$ cat config.mk
export PLATFORM = sky130hd
export DESIGN_NAME = mmb_colout
export DESIGN_NICKNAME = d
export VERILOG_FILES = /design/src/sv/mmb_pkg.sv /design/src/sv/mmb_colout.sv
export SDC_FILE = /design/constraint.sdc
export NUM_CORES = 1
export LEC_CHECK = 0
export ABC_CLOCK_PERIOD_IN_PS = 35800
export BUFFER_PORTS_ARGS = -buffer_cell sky130_fd_sc_hd__clkbuf_2
export CORE_AREA = 4 4 202 204
export CTS_BUF_LIST = sky130_fd_sc_hd__clkbuf_4 sky130_fd_sc_hd__clkbuf_8 sky130_fd_sc_hd__clkbuf_16
export DETAILED_ROUTE_END_ITERATION = 8
export DIE_AREA = 0 0 206 208
export PLACE_DENSITY_LB_ADDON = 0.15
export SLEW_MARGIN = 20
export SYNTH_ARGS = -nofsm -noshare
export SYNTH_HDL_FRONTEND = slang
export SYNTH_SLANG_ARGS = --single-unit
$ cat constraint.sdc
create_clock -name clk -period 35.8 [get_ports clk]
set_input_delay 1.79 -clock clk [delete_from_list [all_inputs] [get_ports clk]]
set_output_delay 1.79 -clock clk [all_outputs]
set_load 0.01 [all_outputs]
$ cat src/sv/mmb_pkg.sv
// Shared types, constants and helper functions of the model matrix builder.
package mmb_pkg;

    localparam int CORDIC_STAGES = 16;
    localparam int FRAC_BITS     = 16;
    localparam int ATAN_LEN      = 24;
    localparam int NSTG          = (CORDIC_STAGES < ATAN_LEN) ? CORDIC_STAGES : ATAN_LEN;

    localparam int CW = 34;              // CORDIC datapath, Q2.30 plus guard bits
    localparam int TW = FRAC_BITS + 2;   // sine / cosine, range [-1, 1]
    localparam int RW = FRAC_BITS + 3;   // rotation entry, range [-2, 2]
    localparam int PW = RW + 32;         // rotation entry times a 32-bit value
    localparam int EW = PW + 3;          // column entry before saturation

    localparam logic signed [CW-1:0] GAIN_Q30 = CW'(64'sd652032874);
    localparam logic [31:0]          PI_Q30   = 32'd3373259426;
    localparam logic signed [EW-1:0] HALF_E   = EW'(64'sd1 <<< (FRAC_BITS - 1));
    localparam logic signed [EW-1:0] MAX_E    = EW'(64'sd2147483647);
    localparam logic signed [EW-1:0] MIN_E    = EW'(-64'sd2147483648);
    localparam logic [31:0]          ONE_Q    = 32'(64'd1 << FRAC_BITS);

    typedef enum logic [1:0] {
        TRIG_CORDIC = 2'd0,
        TRIG_ZERO   = 2'd1,
        TRIG_POS    = 2'd2,
        TRIG_NEG    = 2'd3
    } trig_kind_t;

    typedef struct packed {
        logic signed [CW-1:0] x;
        logic signed [CW-1:0] y;
        logic signed [CW-1:0] z;
        trig_kind_t           kind;
        logic                 flip;
    } cordic_lane_t;

    typedef struct packed {
        logic [2:0][31:0] pos;
        logic [2:0][31:0] scale;
        logic [2:0][31:0] pivot;
    } geom_t;

    typedef struct packed {
        logic [2:0][31:0] elem;
        logic             sat;
    } col_t;

    function automatic logic signed [CW-1:0] atan_q30(input logic [4:0] i);
        logic [31:0] v;
        case (i)
            5'd0:    v = 32'h3243F6A8;
            5'd1:    v = 32'h1DAC6705;
            5'd2:    v = 32'h0FADBAFC;
            5'd3:    v = 32'h07F56EA6;
            5'd4:    v = 32'h03FEAB76;
            5'd5:    v = 32'h01FFD55B;
            5'd6:    v = 32'h00FFFAAA;
            5'd7:    v = 32'h007FFF55;
            5'd8:    v = 32'h003FFFEA;
            5'd9:    v = 32'h001FFFFD;
            5'd10:   v = 32'h000FFFFF;
            5'd11:   v = 32'h0007FFFF;
            5'd12:   v = 32'h0003FFFF;
            5'd13:   v = 32'h0001FFFF;
            5'd14:   v = 32'h0000FFFF;
            5'd15:   v = 32'h00007FFF;
            5'd16:   v = 32'h00003FFF;
            5'd17:   v = 32'h00001FFF;
            5'd18:   v = 32'h00000FFF;
            5'd19:   v = 32'h000007FF;
            5'd20:   v = 32'h000003FF;
            5'd21:   v = 32'h000001FF;
            5'd22:   v = 32'h000000FF;
            5'd23:   v = 32'h0000007F;
            default: v = 32'h00000000;
        endcase
        return $signed({{(CW-32){1'b0}}, v});
    endfunction

    // Round to nearest, ties toward plus infinity, dropping FRAC_BITS bits.
    function automatic logic signed [EW-1:0] rnd(input logic signed [EW-1:0] v);
        return (v + HALF_E) >>> FRAC_BITS;
    endfunction

    function automatic logic signed [TW-1:0] fmul_t(input logic signed [TW-1:0] a,
                                                     input logic signed [TW-1:0] b);
        logic signed [EW-1:0] p;
        p = EW'(a) * EW'(b);
        return TW'(rnd(p));
    endfunction

endpackage

$ cat src/sv/mmb_colout.sv
// Output buffer that holds one finished matrix and sends it out one column per transaction.
module mmb_colout (
    input  logic                clk,
    input  logic                rst_n,
    input  logic                d_valid,
    input  mmb_pkg::col_t [3:0] d,
    output logic                load,
    output logic                m_tvalid,
    input  logic                m_tready,
    output logic [135:0]        m_tdata,
    output logic [0:0]          m_tuser,
    output logic                m_tlast
);

    logic                busy_reg;
    logic                busy_next;
    logic [1:0]          cnt_reg;
    logic [1:0]          cnt_next;
    mmb_pkg::col_t [3:0] cols_reg;
    mmb_pkg::col_t       cur;
    logic                done;

    assign done = busy_reg && m_tready && (cnt_reg == 2'd3);
    assign load = d_valid && (!busy_reg || done);

    always_comb
    begin
        busy_next = busy_reg;
        cnt_next  = cnt_reg;
        if (load)
        begin
            busy_next = 1'b1;
            cnt_next  = 2'd0;
        end
        else if (busy_reg && m_tready)
        begin
            if (cnt_reg == 2'd3)
                busy_next = 1'b0;
            else
                cnt_next = cnt_reg + 2'd1;
        end
    end

    always_ff @(posedge clk or negedge rst_n)
    begin
        if (!rst_n)
        begin
            busy_reg <= 1'b0;
            cnt_reg  <= 2'd0;
        end
        else
        begin
            busy_reg <= busy_next;
            cnt_reg  <= cnt_next;
        end
    end

    always_ff @(posedge clk)
    begin
        if (load)
            cols_reg <= d;
    end

    assign cur      = cols_reg[cnt_reg];
    assign m_tvalid = busy_reg;
    assign m_tlast  = (cnt_reg == 2'd3);
    assign m_tuser  = cur.sat;
    assign m_tdata  = {6'd0,
                       (cnt_reg == 2'd3) ? mmb_pkg::ONE_Q : 32'd0,
                       cur.elem[2], cur.elem[1], cur.elem[0], cnt_reg};

endmodule

# After elaboration in Yosys (flattened, before gate mapping)
# Cells that the tools add are included.
dict set report op_classes {
  magnitude_cmp 1
  n_eq_ne 2
  mux 9
  add_sub_neg 1
  n_reduce_logical 9
}
# operator n
set ops {}
lappend ops {{97-bit binary-select mux with 2-bit select} 1}
lappend ops {{97-bit two-way mux} 1}
lappend ops {{17-bit two-way mux} 1}
lappend ops {{2-bit two-way mux} 3}
lappend ops {{2-bit AND reduction} 2}
lappend ops {{2-bit nonzero test} 2}
lappend ops {{1-bit logical AND} 3}
lappend ops {{2-bit by 3-bit less-than comparator with 1-bit output, second input constant} 1}
lappend ops {{1-bit two-way mux} 3}
lappend ops {{2-bit by 1-bit adder with 2-bit output, second input constant} 1}
lappend ops {{2-bit equality test, second input constant} 1}
lappend ops {{2-bit != test, second input constant} 1}
lappend ops {{1-bit zero test} 1}
lappend ops {{1-bit logical OR} 1}
dict set report totals {
  elab_cells 40
  output_inout_bits 140
  inputBits 392
  reg_bits 391
}

# Depth between registers and ports, before layout
# Gate-level depths: netlist of run 1.
dict set report logic_depth {
  depth_word 6
  mapped_depth 5
}

# Worst setup path before layout of run 1
# OpenSTA, ideal clock, no wires.
dict set report synth_timing {
  path_kind {input port to output port}
  startpoint {input port m_tready}
  endpoint {output port load}
  t_arrival_ns 19.040
  path_slack_ns 14.970
  required_ns 34.010
  cell_stages 2
  cell_sequence {a21boi_0 -> nor2b_1}
}
dict set report synth_via {
  elab_chain_len 4
}
# element line
set synth_rtl {}
lappend synth_rtl {{from (decl)} mmb_colout.sv:9} ;# input logic m_tready,
lappend synth_rtl {{1-bit logical AND (2 in a row)} mmb_colout.sv:23} ;# assign done = busy_reg && m_tready && (cnt_reg == 2'd3);
lappend synth_rtl {{1-bit logical OR} mmb_colout.sv:24} ;# assign load = d_valid && (!busy_reg || done);
lappend synth_rtl {{1-bit logical AND} mmb_colout.sv:24}
lappend synth_rtl {{to (decl)} mmb_colout.sv:7} ;# output logic load,
# No other way between the ends.

# Worst setup path in the final report of run 1
# Same ends and word-level chain as after synthesis.

==> results of run 1 <==
[per-stage QoR]
step	cell area, um2	util	instances	setup slack [ps]
6_report	18770	0.4780	1644	30930
5_1_grt	18770	0.4779	1642	30730
4_1_cts	18760	0.4776	1637	30810
3_5_place_dp	17350	0.4417	1561	30880
3_3_place_gp	17350	0.4417	1561	30890
2_1_floorplan	14560	-	597	14970
[where the power goes]
part / internal (W) / leakage [nW] / switching, W
Sequential: 0.000570 / 3.56 / 0.0000282
Combinational: 0.000165 / 2.84 / 0.000175
Clock: 0.000262 / 0.702 / 0.000173
[cells in the mapped netlist (all sizes together)]
library cell  number
a22o               2
dfrtp              3
clkbuf             6
edfxtp           388
conb               1
mux4              97
mux2i              1
ha                 1
inv                1
a31o               1
nor2b              2
or2                1
buf               54
a21boi             1
a21oi              1
nand2b             1
[cell families after synthesis]
group	Yosys count	synth area share
adders and majority gates	1	0.0008675
DFF	391	0.8131
other	1	0.0002600
muxes	98	0.1522
buffers and inverters	61	0.02915
AOI/OAI and AO/OA	5	0.002690
and+or+nand+nor	4	0.001736
[cell type report]
class	instances	area, um2
clock buffer	56	1221
timing repair buffer	499	2535
fill	3380	20500
sequential	391	11730
multi-input combinational	145	2417
inverter	1	3.754
antenna	7	17.52
tap	525	656.9
clock inverter	20	188.9
[per-layer routing]
layer	track usage	vias to the layer above	wire length [um]
met4	0.06402	8	1006
met3	0.06328	69	3553
li1	-	3373	-
met2	0.2831	339	18770
met5	0	-	70
met1	0.1810	3777	12610
[worst min path at each step]
stage | startpoint | to | slack, ps | cells past startpoint
after floorplan | m_tvalid$_DFFE_PN0P_ | cnt_reg[0]$_DFFE_PN0P_ | 580 | 1
after global placement | m_tvalid$_DFFE_PN0P_ | cnt_reg[0]$_DFFE_PN0P_ | 560 | 1
after detailed placement | m_tvalid$_DFFE_PN0P_ | cnt_reg[0]$_DFFE_PN0P_ | 570 | 1
after CTS | m_tvalid$_DFFE_PN0P_ | cnt_reg[0]$_DFFE_PN0P_ | 580 | 1
after global routing | m_tvalid$_DFFE_PN0P_ | cnt_reg[0]$_DFFE_PN0P_ | 620 | 1
final | m_tvalid$_DFFE_PN0P_ | cnt_reg[0]$_DFFE_PN0P_ | 580 | 1
==> results.json, run 1 <==
{
  "startpoint": "m_tready",
  "die_w_um": 206,
  "core_um2": 39280,
  "postCtsSetupBuffers": 0,
  "hold_buffers": 0,
  "fin_nets": 1475,
  "clk_pin_slew_worst_paths_ps": 50,
  "setup_viol": 0,
  "largest_register_ffs": 388,
  "rrSetupSlack_ps": 32360,
  "hold_path.class": "reg -> reg",
  "p_leak_nw": 7.106,
  "cts_htree_levels": 2,
  "layout_common_cells": "494 x clkbuf_2, 388 x edfxtp_1, 97 x mux4_2, 45 x clkbuf_16, 37 x conb_1",
  "clk_latency_ps": 550,
  "initial_core_util": 0.3672,
  "endpoint": "load",
  "die_h_um": 208,
  "clock-sinks": 391,
  "worst_ep_arrival_time_ps": 3080,
  "cts_tree": "done",
  "tns_ps": 0,
  "path_class": "in -> out",
  "rsz0062_at_grt": "false",
  "ant_nets": 0,
  "clock-root-buffer": "clkbuf_16",
  "r2r-end": "cols_reg[55]$_DFFE_PP_",
  "cp.required_ps": 34010,
  "path_cells": "clkbuf_2 > a21boi_0 > nor2b_4 > clkbuf_2",
  "timing.reg2reg.worst_path_depth": 4,
  "final_hold_viol_count": 0,
  "detailroute.via_count": 7566,
  "synth_warnings": 0,
  "rr_startpoint": "cnt_reg[1]$_DFFE_PN0P_",
  "tightest_slew_ps": 1038,
  "cp_top_family": "simple AND/OR/NAND/NOR gates",
  "totalWireLength_mm": 36.01,
  "post-dp-hpwl_mm": 25.85,
  "drc": 0,
  "synth_seq_cells": 391,
  "netlist_area_um2": 14420,
  "core.rowCount": 73,
  "cp_num_cells": 4,
  "critPathBufInv": 2,
  "fp.dieArea_um2": 42850,
  "synth_area_leaders": "edfxtp_1 81%, mux4_2 15%, buf_4 2.0%, dfrtp_1 0.52%, buf_2 0.42%",
  "grt_use_total": 0.1635,
  "syn2layout_area_growth_pct": 30.18,
  "ys_types": 19,
  "grt_first_pass_wirelength_mm": 51.38,
  "yosysTopAreaCell": "edfxtp_1",
  "synth.top_cell.area_share": 0.8079,
  "cp_slowest_cell": "nor2b_4",
  "cts_resized": 0,
  "first_global_vias": 8166,
  "routabilityCongestion": 0.7779,
  "fin_crit_sh": 0.1361,
  "cp_max_fo": 24,
  "slew_violations": 0,
  "peakVddDrop_v": 0.00003987,
  "syn_inst": 561,
  "timing.hold.ws_ps": 580.5,
  "skew_ps": 12.04,
  "start_kind": "primary input",
  "via_per_inst": 4.602,
  "avgSynthCellArea_um2": 25.71,
  "io_pins": 532,
  "power_w": 0.001375,
  "slew-limit-headroom": 0.3081,
  "powerDensity_nw_per_um2": 73.22,
  "outcome": "finished clean",
  "crit_path_max_incr_delay_ps": 650,
  "antenna_found_initial": 10,
  "wl_per_cell_um": 21.91,
  "numCtsBuffers": 44,
  "grt_max_degree": 195,
  "drive_above_1_share": 0.6043,
  "fmax_ghz": 0.2053,
  "drtIter0Drc": 468,
  "drv_cap": 0,
  "firstDrtPassIters": 4,
  "endpoint_kind": "output pin",
  "grt_remaining_overflow": 0,
  "worst_path_most_repeated_cell": "clkbuf_2",
  "cts_buffer_depth": 3,
  "synth-seq-area-share": 0.8131,
  "io_buffers": 494,
  "layout_commonest_cell": "clkbuf_2",
  "period_needed_ps": 4871
}
(Power assumes the default switching activity.)
==> run 2, diff against run 1 <==
--- a/config.mk
+++ b/config.mk
@@ -5,12 +5,12 @@
 export SDC_FILE = /design/constraint.sdc
 export NUM_CORES = 1
 export LEC_CHECK = 0
-export ABC_CLOCK_PERIOD_IN_PS = 35800
+export ABC_CLOCK_PERIOD_IN_PS = 4500
 export BUFFER_PORTS_ARGS = -buffer_cell sky130_fd_sc_hd__clkbuf_2
-export CORE_AREA = 4 4 202 204
+export CORE_AREA = 4 4 204 206
 export CTS_BUF_LIST = sky130_fd_sc_hd__clkbuf_4 sky130_fd_sc_hd__clkbuf_8 sky130_fd_sc_hd__clkbuf_16
 export DETAILED_ROUTE_END_ITERATION = 8
-export DIE_AREA = 0 0 206 208
+export DIE_AREA = 0 0 208 210
 export PLACE_DENSITY_LB_ADDON = 0.15
 export SLEW_MARGIN = 20
 export SYNTH_ARGS = -nofsm -noshare
==> constraint.sdc (replaced) <==
create_clock -name clk -period 4.5 [get_ports clk]
set_input_delay 0.225 -clock clk [delete_from_list [all_inputs] [get_ports clk]]
set_output_delay 0.225 -clock clk [all_outputs]
set_load 0.01 [all_outputs]
==> results.json, run 2 <==
{
  "place_ws_ps": 1577,
  "netlist_area_um2": 14420,
  "postCtsSetupBuffers": 0,
  "clock-sinks": 391,
  "synthArstFlopShare": 0.007673,
  "syn_inst": 561,
  "io_pins": 532,
  "outcome": "did not finish",
  "hold_buffers": 331,
  "cts_buffer_depth": 3,
  "die_h_um": 210,
  "die_w_um": 208,
  "synth_most_common_cell": "edfxtp_1",
  "initial_core_util": 0.3638,
  "synth_common_cells": "388 x edfxtp_1, 97 x mux4_2, 39 x buf_4",
  "synth_area_leaders": "edfxtp_1 81%, mux4_2 15%, buf_4 2.0%, dfrtp_1 0.52%, buf_2 0.42%",
  "stop_stage": "4_1_cts",
  "clock-root-buffer": "clkbuf_16",
  "yosysTopAreaCell": "edfxtp_1",
  "cts_resized": 0,
  "avgSynthCellArea_um2": 25.71,
  "cts_htree_levels": 2,
  "post_dp_cell_area_um2": 17480,
  "routabilityCongestion": 0.7978,
  "synth-seq-area-share": 0.8131,
  "ys_types": 19,
  "synth_seq_cells": 391,
  "ys.flop_type": "edfxtp_1",
  "error_message": "[ERROR RSZ-0060] Max buffer count reached.",
  "core.rowCount": 73,
  "synth.top_cell.area_share": 0.8079,
  "synth_edf_count": 388,
  "io_buffers": 494,
  "post-dp-hpwl_mm": 26.92,
  "numCtsBuffers": 43,
  "synth_warnings": 0
}
-- run 2: cell counts after synthesis --
Identical to the previous run, type by type.
-- run 2: per-stage QoR --
step / instances / util / hold slack, ps
floorplan: 597 / - / -70.59
global placement: 1571 / 0.4410 / 34.13
detailed placement: 1571 / 0.4410 / 32.73
-- run 2: cell families after synthesis --
logic type	count (synthesis)	share of synthesized area
AO/OA/AOI/OAI	5	0.002690
AND/OR/NAND/NOR	4	0.001736
flip-flops	391	0.8131
multiplexers	98	0.1522
adder cells (fa/ha/maj)	1	0.0008675
other	1	0.0002600
buffers and inverters	61	0.02915
==> run 3, diff against run 2 <==
--- a/config.mk
+++ b/config.mk
@@ -7,10 +7,9 @@
 export LEC_CHECK = 0
 export ABC_CLOCK_PERIOD_IN_PS = 4500
 export BUFFER_PORTS_ARGS = -buffer_cell sky130_fd_sc_hd__clkbuf_2
-export CORE_AREA = 4 4 204 206
-export CTS_BUF_LIST = sky130_fd_sc_hd__clkbuf_4 sky130_fd_sc_hd__clkbuf_8 sky130_fd_sc_hd__clkbuf_16
+export CORE_AREA = 4 4 207 209
 export DETAILED_ROUTE_END_ITERATION = 8
-export DIE_AREA = 0 0 208 210
+export DIE_AREA = 0 0 211 213
 export PLACE_DENSITY_LB_ADDON = 0.15
 export SLEW_MARGIN = 20
 export SYNTH_ARGS = -nofsm -noshare
==> results.json, run 3 <==
{
  "synth_area_leaders": "edfxtp_1 81%, mux4_2 15%, buf_4 2.0%, dfrtp_1 0.52%, buf_2 0.42%",
  "synth_edf_count": 388,
  "core.rowCount": 74,
  "cts_htree_levels": 2,
  "io_pins": 532,
  "io_buffers": 494,
  "numCtsBuffers": 43,
  "post-dp-hpwl_mm": 26.40,
  "cts_buffer_depth": 3,
  "error_message": "[ERROR RSZ-0060] Max buffer count reached.",
  "die_w_um": 211,
  "ys_types": 19,
  "initial_core_util": 0.3532,
  "netlist_area_um2": 14420,
  "synth_seq_cells": 391,
  "routabilityCongestion": 0.7523,
  "synth_most_common_cell": "edfxtp_1",
  "synth-seq-area-share": 0.8131,
  "clock-root-buffer": "clkbuf_16",
  "postCtsSetupBuffers": 0,
  "synth_common_cells": "388 x edfxtp_1, 97 x mux4_2, 39 x buf_4",
  "stop_stage": "4_1_cts",
  "syn_inst": 561,
  "outcome": "did not finish",
  "clock-sinks": 391,
  "yosysTopAreaCell": "edfxtp_1",
  "synth.top_cell.area_share": 0.8079,
  "hold_buffers": 332,
  "cts_resized": 0,
  "synth_warnings": 0,
  "avgSynthCellArea_um2": 25.71,
  "die_h_um": 213,
  "ys.flop_type": "edfxtp_1",
  "synthArstFlopShare": 0.007673
}
run 3: cell counts after synthesis:
No cell type changed its count.
run 3: stage by stage:
stage	hold slack, ps	cells	setup slack [ps]	area, um2	setup TNS [ps]
3_5_place_dp	28.02	1581	1792	17600	0
3_3_place_gp	27.87	1580	1567	17570	0
2_1_floorplan	-70.59	597	-2397	14590	-932090
run 3: cell families after synthesis:
group | share of synthesized area
compound gates | 0.002690
mux | 0.1522
buf+inv | 0.02915
simple gates | 0.001736
flops | 0.8131
other cells | 0.0002600
fa+ha+maj | 0.0008675
