[src/sv/mmb_pkg.sv]
// Shared types, constants and helper functions of the model matrix builder.
package mmb_pkg;

    localparam int CORDIC_STAGES = 16;
    localparam int FRAC_BITS     = 16;
    localparam int ATAN_LEN      = 24;
    localparam int NSTG          = (CORDIC_STAGES < ATAN_LEN) ? CORDIC_STAGES : ATAN_LEN;

    localparam int CW = 34;              // CORDIC datapath, Q2.30 plus guard bits
    localparam int TW = FRAC_BITS + 2;   // sine / cosine, range [-1, 1]
    localparam int RW = FRAC_BITS + 3;   // rotation entry, range [-2, 2]
    localparam int PW = RW + 32;         // rotation entry times a 32-bit value
    localparam int EW = PW + 3;          // column entry before saturation

    localparam logic signed [CW-1:0] GAIN_Q30 = CW'(64'sd652032874);
    localparam logic [31:0]          PI_Q30   = 32'd3373259426;
    localparam logic signed [EW-1:0] HALF_E   = EW'(64'sd1 <<< (FRAC_BITS - 1));
    localparam logic signed [EW-1:0] MAX_E    = EW'(64'sd2147483647);
    localparam logic signed [EW-1:0] MIN_E    = EW'(-64'sd2147483648);
    localparam logic [31:0]          ONE_Q    = 32'(64'd1 << FRAC_BITS);

    typedef enum logic [1:0] {
        TRIG_CORDIC = 2'd0,
        TRIG_ZERO   = 2'd1,
        TRIG_POS    = 2'd2,
        TRIG_NEG    = 2'd3
    } trig_kind_t;

    typedef struct packed {
        logic signed [CW-1:0] x;
        logic signed [CW-1:0] y;
        logic signed [CW-1:0] z;
        trig_kind_t           kind;
        logic                 flip;
    } cordic_lane_t;

    typedef struct packed {
        logic [2:0][31:0] pos;
        logic [2:0][31:0] scale;
        logic [2:0][31:0] pivot;
    } geom_t;

    typedef struct packed {
        logic [2:0][31:0] elem;
        logic             sat;
    } col_t;

    function automatic logic signed [CW-1:0] atan_q30(input logic [4:0] i);
        logic [31:0] v;
        case (i)
            5'd0:    v = 32'h3243F6A8;
            5'd1:    v = 32'h1DAC6705;
            5'd2:    v = 32'h0FADBAFC;
            5'd3:    v = 32'h07F56EA6;
            5'd4:    v = 32'h03FEAB76;
            5'd5:    v = 32'h01FFD55B;
            5'd6:    v = 32'h00FFFAAA;
            5'd7:    v = 32'h007FFF55;
            5'd8:    v = 32'h003FFFEA;
            5'd9:    v = 32'h001FFFFD;
            5'd10:   v = 32'h000FFFFF;
            5'd11:   v = 32'h0007FFFF;
            5'd12:   v = 32'h0003FFFF;
            5'd13:   v = 32'h0001FFFF;
            5'd14:   v = 32'h0000FFFF;
            5'd15:   v = 32'h00007FFF;
            5'd16:   v = 32'h00003FFF;
            5'd17:   v = 32'h00001FFF;
            5'd18:   v = 32'h00000FFF;
            5'd19:   v = 32'h000007FF;
            5'd20:   v = 32'h000003FF;
            5'd21:   v = 32'h000001FF;
            5'd22:   v = 32'h000000FF;
            5'd23:   v = 32'h0000007F;
            default: v = 32'h00000000;
        endcase
        return $signed({{(CW-32){1'b0}}, v});
    endfunction

    // Round to nearest, ties toward plus infinity, dropping FRAC_BITS bits.
    function automatic logic signed [EW-1:0] rnd(input logic signed [EW-1:0] v);
        return (v + HALF_E) >>> FRAC_BITS;
    endfunction

    function automatic logic signed [TW-1:0] fmul_t(input logic signed [TW-1:0] a,
                                                     input logic signed [TW-1:0] b);
        logic signed [EW-1:0] p;
        p = EW'(a) * EW'(b);
        return TW'(rnd(p));
    endfunction

endpackage

[src/sv/mmb_cordic_cell.sv]
// One CORDIC micro-rotation cell; cells are chained, one per iteration.
module mmb_cordic_cell (
    input  logic                  clk,
    input  logic                  en,
    input  logic [4:0]            stage,
    input  mmb_pkg::cordic_lane_t d,
    output mmb_pkg::cordic_lane_t q
);

    mmb_pkg::cordic_lane_t q_reg;
    mmb_pkg::cordic_lane_t q_next;
    logic signed [mmb_pkg::CW-1:0] xs;
    logic signed [mmb_pkg::CW-1:0] ys;

    always_comb
    begin
        xs = d.x >>> stage;
        ys = d.y >>> stage;
        q_next = d;
        if (!d.z[mmb_pkg::CW-1])
        begin
            q_next.x = d.x - ys;
            q_next.y = d.y + xs;
            q_next.z = d.z - mmb_pkg::atan_q30(stage);
        end
        else
        begin
            q_next.x = d.x + ys;
            q_next.y = d.y - xs;
            q_next.z = d.z + mmb_pkg::atan_q30(stage);
        end
    end

    always_ff @(posedge clk)
    begin
        if (en)
            q_reg <= q_next;
    end

    assign q = q_reg;

endmodule

[config.mk]
export PLATFORM = sky130hd
export DESIGN_NAME = mmb_cordic_cell
export DESIGN_NICKNAME = d
export VERILOG_FILES = /design/src/sv/mmb_pkg.sv /design/src/sv/mmb_cordic_cell.sv
export SDC_FILE = /design/constraint.sdc
export NUM_CORES = 1
export LEC_CHECK = 0
export BUFFER_PORTS_ARGS = -buffer_cell sky130_fd_sc_hd__buf_2
export CAP_MARGIN = 10
export CORE_MARGIN = 2
export CORE_UTILIZATION = 55
export DETAILED_ROUTE_END_ITERATION = 8
export PLACE_DENSITY = 0.8
export SETUP_SLACK_MARGIN = 0.1
export SLEW_MARGIN = 20
export SYNTH_ARGS = -nofsm -noshare
export SYNTH_HDL_FRONTEND = slang
export SYNTH_SLANG_ARGS = --single-unit
[constraint.sdc]
create_clock -name clk -period 6.17 [get_ports clk]
set_clock_uncertainty 0.05 [all_clocks]
set_input_delay 0.617 -clock clk [delete_from_list [all_inputs] [get_ports clk]]
set_output_delay 0.617 -clock clk [all_outputs]
set_load 0.02 [all_outputs]
# Word level (Yosys, flattened, before mapping)
# Memory sizes are Yosys's and may differ from the RTL's.
# Cells that the tools add are included.
[totals]
regBits = 105
romBits = 1920
elab_cells = 18
n_memories = 2
[memory_table]
columns = ["memory", "words", "width", "rd", "rd_ports_with_merged_regs", "write_ports", "line_no", "rtl"]
rows = [
  ["(no name shown)", 32, 30, 1, 0, 0, "mmb_pkg.sv:50", "case (i)"],
  ["(no name shown)", 32, 30, 1, 0, 0, "mmb_pkg.sv:50", ""],
]
[classes]
add_sub_neg = 6
n_shift = 2
mux = 3
[op_table]
columns = ["operator", "count"]
rows = [
  ["102-bit two-way mux", 1],
  ["34-bit adder", 2],
  ["34-bit by 5-bit >>> shifter with 34-bit output", 2],
  ["34-bit subtractor", 2],
  ["32-bit two-way mux", 2],
  ["34-bit by 33-bit adder with 34-bit output", 1],
  ["34-bit by 33-bit subtractor with 34-bit output", 1],
]

# Depth between registers and ports, before layout
# Gate-level depths: netlist of the first run.
# An unclocked memory read counts as a cell.
[logic_depth]
ltp_word = 4
ltp_mapped = 28

# Worst setup path before layout of the first run
# No wires, ideal clock.
[synth_path]
kind = "input port to flip-flop"
from = "input port stage[0]"
to = "register q_reg (netlist bit q[69]) (data pin)"
arrival_ns = 5.737
slack_ns = 0.119
stages = 25
path_cell_list = "buf_6 -> buf_12 -> buf_6 -> buf_6 -> buf_4 -> buf_2 -> mux4_2 -> mux2_2 -> a22oi_1 -> nand2_1 -> nor4b_2 -> and3_1 -> and3_1 -> a21oi_1 -> xor2_1 -> ha_1 -> nand4_1 -> or3_1 -> a211oi_1 -> a2111oi_0 -> o31ai_1 -> o221ai_1 -> o211a_1 -> a31oi_1 -> xor2_1"
[synth_lines]
columns = ["element", "line_no", "rtl"]
rows = [
  ["from (decl)", "mmb_cordic_cell.sv:5", "input logic [4:0] stage,"],
  ["to (signal assigned)", "mmb_cordic_cell.sv:37", "q_reg <= q_next;"],
  ["to (decl)", "mmb_cordic_cell.sv:10", "mmb_pkg::cordic_lane_t q_reg;"],
]

==> impl_metrics.json, run 1 <==
{
  "power_frac_comb_pct": 60.3,
  "ys_warn_count": 0,
  "cts_tree": "yes",
  "holdCritPathClass": "in -> reg",
  "power_frac_seq_pct": 25.3,
  "path_cells": "buf_16, buf_12, buf_4, mux4_2, a22oi_1, o21ai_1, a211oi_2, and4b_1, or4b_1, nor2_1, a21oi_1, xnor2_1, ha_1, and4_1, nand2_1, or3_1, a21oi_1, o31ai_1, buf_4, nand4bb_1, a221oi_2, xor2_1",
  "cellInternalPower_mw": 2.479,
  "final.setup.worst_slack_ns": 0.2889,
  "crit_arrival_ns": 5.96,
  "globalplace.congestion": 1.026,
  "synth_area_leaders": "edfxtp_1 20%, mux4_2 13%, ha_1 8.8%",
  "synthToLayoutAreaGrowth_pct": 19.63,
  "fmax_ghz": 0.1700,
  "status": "finished, final reports clean",
  "antenna_found_initial": 1,
  "ys_types": 91,
  "finalCritPeriodShare_pct": 95.32,
  "synthArstFlopShare_pct": 0,
  "yosys.area.top_type": "edfxtp_1",
  "syn-num-nets": 1943,
  "clock_sinks": 105,
  "drt.antenna.violating_nets": 0,
  "portBuffers": 216,
  "slew_violations": 0,
  "power.share.clock_pct": 14.4,
  "overflow": 0,
  "max_stage_delay_ns": 0.51,
  "largest_reg_flops": 105,
  "rsz0062_at_grt": "yes",
  "grtUsageTotal_pct": 39.75,
  "placed_cells": 2416,
  "nets": 2274,
  "vias": 16320,
  "max-cap-violations": 0,
  "cp-start-kind": "input port",
  "grt_pass1_wl_um": 92500,
  "hold_buffers": 0,
  "die_y_um": 172.6,
  "fin_area_um2": 18690,
  "synthFlopType": "edfxtp_1",
  "ctsHtreeMaxLevel": 3,
  "totalPowerFinal_mw": 4.369,
  "finalHoldViolations": 0,
  "postPlaceCellArea_um2": 18310,
  "place_hpwl_um": 47720,
  "power_density_nw_per_um2": 233.7,
  "cp_slowest_cell": "mux4_2",
  "netlist_area_um2": 15620,
  "synth_top_cell_area_share_pct": 20.18,
  "drive_gt1_share_pct": 29.36,
  "sw_frac_of_total_pct": 43.26,
  "syn_area_per_cell_um2": 9.095,
  "grt_max_degree": 59,
  "clkSlewWorstSetupHoldPaths_ns": 0.08,
  "routed_wirelength_um": 59950,
  "leakage_nw": 8.031,
  "fin_util_pct": 67.10,
  "ioPinCount": 217,
  "rows": 61,
  "remaining_drc_errors": 0,
  "grt_pass1_vias": 15880,
  "cts_root_buf": "clkbuf_16",
  "yosysMostFrequentCell": "a21oi_1",
  "tightest_slew_ns": 0.8976,
  "cts_buffer_depth": 2,
  "synth_commonest_cells": "143 x a21oi_1, 141 x nor2_1, 118 x nand2_1, 110 x ha_1, 109 x xnor2_1",
  "synth_cells": 1718,
  "cp_max_fo": 38,
  "synth_edf_count": 105,
  "detail_route.first_pass.iterations": 6,
  "via_per_inst": 6.707,
  "slew_headroom_pct": 39.80,
  "ys_ff_latch": 105,
  "instances_no_fill": 2433,
  "cp-end-kind": "flip-flop",
  "floorplan.initialDensity_pct": 56.09,
  "p_sw_mw": 1.890,
  "dp_slack_ns": -0.2452,
  "ir_worst_vdd_mv": 0.2044,
  "setup_viol": 0,
  "coreArea_um2": 27860,
  "fin_crit_ns": 5.881,
  "ys_seq_area_share_pct": 20.18,
  "wire_per_inst_um": 24.64,
  "die-area_um2": 29770,
  "cts_setup_buffers": 0,
  "hold-path-cell-count": 1,
  "dieWidth_um": 172.6,
  "numCtsBuffers": 9,
  "path_class": "in -> reg",
  "worstPathRequired_ns": 6.25,
  "post_cts_resized": 0,
  "first_iter_violations": 1897
}
final timing paths:
kind | start | end
hold / removal | d[0] | q[0]
setup / recovery | stage[0] | q[103]
power groups by stage:
stage / logic, mW / registers [mW] / clock network [mW]
after floorplan: 1.42 / 1.37 / 0
after global placement: 2.50 / 1.11 / 0
after detailed placement: 2.56 / 1.12 / 0
after CTS: 2.57 / 1.11 / 0.630
after global routing: 2.82 / 1.12 / 0.660
final: 2.64 / 1.11 / 0.628
worst max-delay path: cells and delay by family:
family / cells / cell delay [ns]
adder cells (fa/ha/maj): 1 / 0.31
multiplexers: 1 / 0.51
AO/OA/AOI/OAI: 7 / 1.42
AND/OR/NAND/NOR: 7 / 2.10
buffers and inverters: 4 / 0.73
XOR/XNOR: 2 / 0.25
metal layers:
metal / part of all wire, % / track usage, %
met5: 0 / 0
met4: 4.0 / 16.49
met3: 10 / 8.751
met2: 47 / 66.37
met1: 38 / 49.90
cell usage in the layout, fill, tap and decap left out, drive strengths merged, types with 12 or more instances in the layout:
cell type	Yosys	routed
a211oi	19	19
a21o	51	51
a21oi	143	143
a221oi	16	16
a31oi	30	30
and2	18	18
and3	16	16
buf	57	421
edfxtp	105	105
ha	110	110
inv	51	54
mux2	37	37
mux2i	59	59
mux4	87	87
nand2	118	118
nand2b	19	19
nand3	31	31
nor2	141	141
nor2b	20	20
nor3	28	28
o211ai	19	19
o21a	15	15
o21ai	88	88
o21bai	18	18
o22ai	15	15
or2	12	12
or3	15	15
xnor2	109	109
xor2	63	63
layout make-up:
| cell class | count | area, um2 |
|---|---|---|
| clock inverters | 7 | 75.07 |
| flip-flops and latches | 105 | 3153 |
| inverters | 52 | 195.2 |
| clock buffers | 9 | 225.2 |
| repair buffers | 421 | 2779 |
| fillers | 2277 | 9165 |
| multi-input cells | 1460 | 11790 |
| diodes | 1 | 2.502 |
| well taps | 378 | 473.0 |
per-stage QoR:
step,TNS (ns),hold WS (ns)
final,0,0.3669
after global routing,0,0.3634
after CTS,0,0.3663
after detailed placement,-1.981,0.7543
after global placement,-0.2628,0.7478
after floorplan,0,0.6659
kinds of logic (layout without fill, tap and decap cells):
group	count (synthesis)	after routing	synth area share (%)
AOI/OAI and AO/OA	530	530	22.56
xor gates and xnor gates	172	172	9.641
other	0	1	0
DFF	105	105	20.18
buffers and inverters	153	489	4.757
and+or+nand+nor	462	462	14.69
muxes	183	183	18.99
adders and majority gates	113	113	9.193
Power figures use the tool's default switching activity.
==> run 2: changes to the inputs <==
Settings changed: CELL_PAD_IN_SITES_DETAIL_PLACEMENT from default to 1, CELL_PAD_IN_SITES_GLOBAL_PLACEMENT from default to 2, CORE_UTILIZATION 55 to 34.
==> impl_metrics.json, run 2 (synthesis results as in run 1) <==
{
  "floorplan.initialDensity_pct": 34.43,
  "ioPinCount": 217,
  "slew_headroom_pct": 37.18,
  "fin_tns_setup_ns": 0,
  "via_per_inst": 5.983,
  "drive_gt1_share_pct": 31.52,
  "register_area_um2": 3153,
  "sw_frac_of_total_pct": 43.71,
  "numCtsBuffers": 9,
  "clock_sinks": 105,
  "grt_max_degree": 67,
  "power_density_nw_per_um2": 231.0,
  "grt_pass1_vias": 16700,
  "grtUsageTotal_pct": 29.40,
  "first_iter_violations": 1527,
  "cp-end-kind": "flip-flop",
  "cp_slowest_cell": "o31ai_1",
  "fill_cells": 5355,
  "setup_viol": 0,
  "power_frac_comb_pct": 60.8,
  "globalplace.congestion": 0.9596,
  "overflow": 0,
  "placed_cells": 2700,
  "final_common_cell": "buf_4",
  "place_hpwl_um": 57150,
  "largest_reg_flops": 105,
  "hold_buffers": 0,
  "cp.depth": 22,
  "worstPathRequired_ns": 6.28,
  "slew_violations": 0,
  "grt_pass1_wl_um": 104900,
  "coreArea_um2": 45380,
  "dieWidth_um": 218.4,
  "crit_buf_inv": 4,
  "vias": 16270,
  "remaining_drc_errors": 0,
  "startpoint": "stage[3]",
  "multi_input_area_um2": 11790,
  "ir_worst_vdd_mv": 0.1258,
  "cts_root_buf": "clkbuf_16",
  "cp_max_fo": 18,
  "fin_crit_ns": 5.771,
  "holdCritPathClass": "in -> reg",
  "finalHoldViolations": 0,
  "crit_arrival_ns": 5.88,
  "final.setup.worst_slack_ns": 0.3994,
  "ctsHtreeMaxLevel": 3,
  "status": "finished, final reports clean",
  "fin_util_pct": 42.90,
  "power_frac_seq_pct": 24.6,
  "max-cap-violations": 0,
  "hp-start": "d[1]",
  "rsz0062_at_grt": "no",
  "cp-endpoint": "q[35]",
  "cp_top_family": "compound AO/OA/AOI/OAI gates",
  "num_antenna_cells": 0,
  "detail_route.first_pass.iterations": 5,
  "final_cell_mix": "264 x buf_4, 211 x buf_2, 143 x a21oi_1",
  "path_cells": "clkbuf_4, buf_4, buf_4, or2_2, buf_4, nor2_1, a21oi_1, o21ai_0, and3_1, and2_1, nor2_1, xnor2_1, ha_1, o21ai_0, or2_2, o31ai_1, nand4_1, and3_1, o211ai_1, a311o_1, a21oi_1, xnor2_1",
  "finalCritPeriodShare_pct": 93.53,
  "power.share.clock_pct": 14.6,
  "max_stage_delay_ns": 0.63,
  "die_y_um": 218.4,
  "instances_no_fill": 2719,
  "path_common_cell": "buf_4",
  "hold_ws_ns": 0.3313,
  "routed_wirelength_um": 71100,
  "leakage_nw": 8.347,
  "cp-start-kind": "input port",
  "synthToLayoutAreaGrowth_pct": 24.60,
  "cts_tree": "yes",
  "cts_buffer_depth": 2,
  "path_class": "in -> reg",
  "fmax_ghz": 0.1733,
  "clkSlewWorstSetupHoldPaths_ns": 0.08,
  "portBuffers": 216,
  "die-area_um2": 47690,
  "wire_per_inst_um": 26.15,
  "tightest_slew_ns": 0.9343,
  "antenna_found_initial": 3,
  "drt.antenna.violating_nets": 0,
  "cellInternalPower_mw": 2.532,
  "nets": 2339,
  "p_sw_mw": 1.966,
  "dp_slack_ns": -0.2514,
  "rows": 78
}
==> run 2: cell count changes in the layout (fill, tap and decap cells not counted), sizes merged <==
cell	change
clkinv	-2
clkbuf	+3
buf	+62
diode	-1
inv	-1
clkinvlp	+3
==> run 2: how the worst min path moves through the flow <==
stage	slack, ns	cells after the start	endpoint
after floorplan	0.67	0	q[0]
after detailed placement	0.75	1	q[0]
after global placement	0.74	1	q[1]
after global routing	0.32	1	q[1]
final	0.33	1	q[1]
after CTS	0.31	1	q[0]
==> run 2: per-layer routing <==
layer / part of all wire (%) / vias to the layer above / GRT usage (%) / routed length [um]
li1: - / 7408 / - / -
met1: 44 / 8147 / 39.16 / 31450
met2: 45 / 597 / 46.70 / 32330
met3: 6.6 / 112 / 5.651 / 4684
met4: 3.7 / 4 / 11.75 / 2604
met5: 0.041 / - / 0 / 29
==> run 2: layout make-up <==
cell class	instances	area share, %
timing repair buffer	486	16.75
inverter	52	1.003
clock buffer	9	1.157
sequential	105	16.20
tap	600	3.856
clock inverter	7	0.4563
multi-input combinational	1460	60.58
==> run 2: repair_timing <==
action | CTS | global route
setup buffers | 0 | 1
endpoints found under the setup margin | 0 | 18
resized for setup | 0 | 20
==> run 2: through the flow <==
stage                     power [mW]  instance area (um2)
final                          4.498                19470
after global routing           4.773                19470
after CTS                      4.484                19320
after detailed placement       3.802                19000
after floorplan                2.791                15630
after global placement         3.748                19000
==> run 2: power groups by stage <==
stage / clock network [mW] / registers (mW) / logic, mW
after global placement: 0 / 1.12 / 2.63
after CTS: 0.678 / 1.11 / 2.69
final: 0.658 / 1.11 / 2.73
after global routing: 0.696 / 1.13 / 2.95
after floorplan: 0 / 1.37 / 1.42
after detailed placement: 0 / 1.12 / 2.68
==> run 3: changes to the inputs <==
Settings changed: CORE_UTILIZATION 34 to 40, PLACE_DENSITY 0.8 to 0.89.
Clock period 6.17 ns to 6.8 ns, I/O delays scaled along.
==> impl_metrics.json, run 3 (synthesis results as in run 1) <==
{
  "portBuffers": 216,
  "grt_pass1_vias": 16670,
  "dieWidth_um": 201.6,
  "synthToLayoutAreaGrowth_pct": 19.31,
  "first_iter_violations": 1298,
  "numCtsBuffers": 9,
  "place_hpwl_um": 54510,
  "cp_max_fo": 37,
  "postPlaceCellArea_um2": 18320,
  "cp-end-kind": "flip-flop",
  "die_y_um": 201.6,
  "fin_area_um2": 18640,
  "rows": 72,
  "final_common_cell": "buf_2",
  "grt_pass1_wl_um": 102800,
  "totalPowerFinal_mw": 4.030,
  "status": "finished, final reports clean",
  "remaining_drc_errors": 0,
  "final_cell_mix": "212 x buf_2, 181 x buf_4, 143 x a21oi_1",
  "busiest_layer": "met2",
  "ctsHtreeMaxLevel": 3,
  "startpoint": "stage[0]",
  "coreArea_um2": 38650,
  "num_antenna_cells": 0,
  "drive_gt1_share_pct": 28.16,
  "vias": 16240,
  "fin_tns_setup_ns": 0,
  "routed_wirelength_um": 68290,
  "max-cap-violations": 0,
  "tightest_slew_ns": 1.052,
  "fin_crit_ns": 6.292,
  "clock_sinks": 105,
  "grt_use_met3_pct": 6.706,
  "slew_violations": 0,
  "cts_tree": "yes",
  "drt.antenna.violating_nets": 0,
  "setup_viol": 0,
  "ioPinCount": 217,
  "via_per_inst": 6.359,
  "clkSlewWorstSetupHoldPaths_ns": 0.09,
  "wire_per_inst_um": 26.75,
  "cp-endpoint": "q[103]",
  "ir_worst_vdd_mv": 0.1551,
  "grtUsageMet2_pct": 54.64,
  "power_density_nw_per_um2": 216.2,
  "floorplan.initialDensity_pct": 40.43,
  "grt_max_degree": 70,
  "crit_arrival_ns": 6.40,
  "cts_buffer_depth": 2,
  "antenna_found_initial": 1,
  "cts_setup_buffers": 0,
  "die-area_um2": 40660,
  "globalplace.congestion": 0.9603,
  "nets": 2255,
  "hold_buffers": 0,
  "path_class": "in -> reg",
  "rsz0062_at_grt": "no",
  "cts_root_buf": "clkbuf_16",
  "worstPathRequired_ns": 6.91,
  "finalHoldViolations": 0,
  "overflow": 0,
  "met1_usage_pct": 42.14,
  "holdCritPathClass": "in -> reg",
  "finalCritPeriodShare_pct": 92.53,
  "fmax_ghz": 0.1589,
  "grtUsageTotal_pct": 33.18,
  "largest_reg_flops": 105,
  "leakage_nw": 7.921,
  "slew_headroom_pct": 29.74,
  "detail_route.first_pass.iterations": 6,
  "cp-start-kind": "input port"
}
## run 3: power breakdown
| group | internal [mW] | switching (mW) | leakage [nW] |
|---|---|---|---|
| clock network | 0.297 | 0.307 | 0.156 |
| registers | 0.961 | 0.0443 | 1.03 |
| logic | 0.983 | 1.44 | 6.74 |
| total | 2.24 | 1.79 | 7.92 |
## run 3: worst min-delay path by stage
| stage | from | to | slack (ns) | cells past startpoint |
|---|---|---|---|---|
| finish | d[0] | q[0] | 0.39 | 1 |
| floorplan | d[0] | q[0] | 0.73 | 0 |
| detailed placement | d[0] | q[0] | 0.81 | 1 |
| CTS | d[0] | q[0] | 0.38 | 1 |
| global placement | d[0] | q[0] | 0.81 | 1 |
| global route | d[0] | q[0] | 0.38 | 1 |
## run 3: timing repair
item | in CTS | in global routing
endpoints found under the hold margin | 0 | 0
setup endpoints to repair | 0 | 1
resized for setup | 0 | 1
## run 3: layout make-up
cell class / instances / area (um2)
tap: 518 / 648.1
inverter: 52 / 195.2
timing repair buffer: 402 / 2599
multi-input combinational: 1460 / 11730
fill: 4596 / 20010
clock buffer: 9 / 225.2
clock inverter: 7 / 92.59
sequential: 105 / 3153
## run 3: per-stage QoR
stage / setup slack, ns / util [%] / std cells / hold slack (ns)
2_1_floorplan: 0.6863 / - / 1718 / 0.7289
3_3_place_gp: 0.2335 / 47.39 / 2537 / 0.8065
3_5_place_dp: 0.1416 / 47.39 / 2537 / 0.8088
4_1_cts: 0.5369 / 48.22 / 2553 / 0.3767
5_1_grt: 0.1045 / 48.24 / 2553 / 0.3809
6_report: 0.5078 / 48.24 / 2553 / 0.3909
## run 3: layer usage
metal	vias up	wire length, um
met4	0	3113
met5	-	0
met2	724	32000
li1	7238	-
met1	8105	27960
met3	168	5213
## run 3: worst max-delay path, cell delays in order
cell	delay, ns
buf_6	0.27
buf_16	0.29
buf_4	0.26
mux4_2	0.56
a32oi_1	0.22
o21ai_1	0.12
a211oi_2	0.28
ha_1	0.25
and3_1	0.18
nor4b_2	0.33
and4_1	0.34
a31oi_1	0.12
xnor2_1	0.17
ha_1	0.33
and4_1	0.24
nand2_1	0.08
or3_1	0.40
a21oi_1	0.24
o31ai_1	0.12
buf_4	0.15
nand4bb_1	0.27
a221oi_1	0.35
xor2_1	0.11
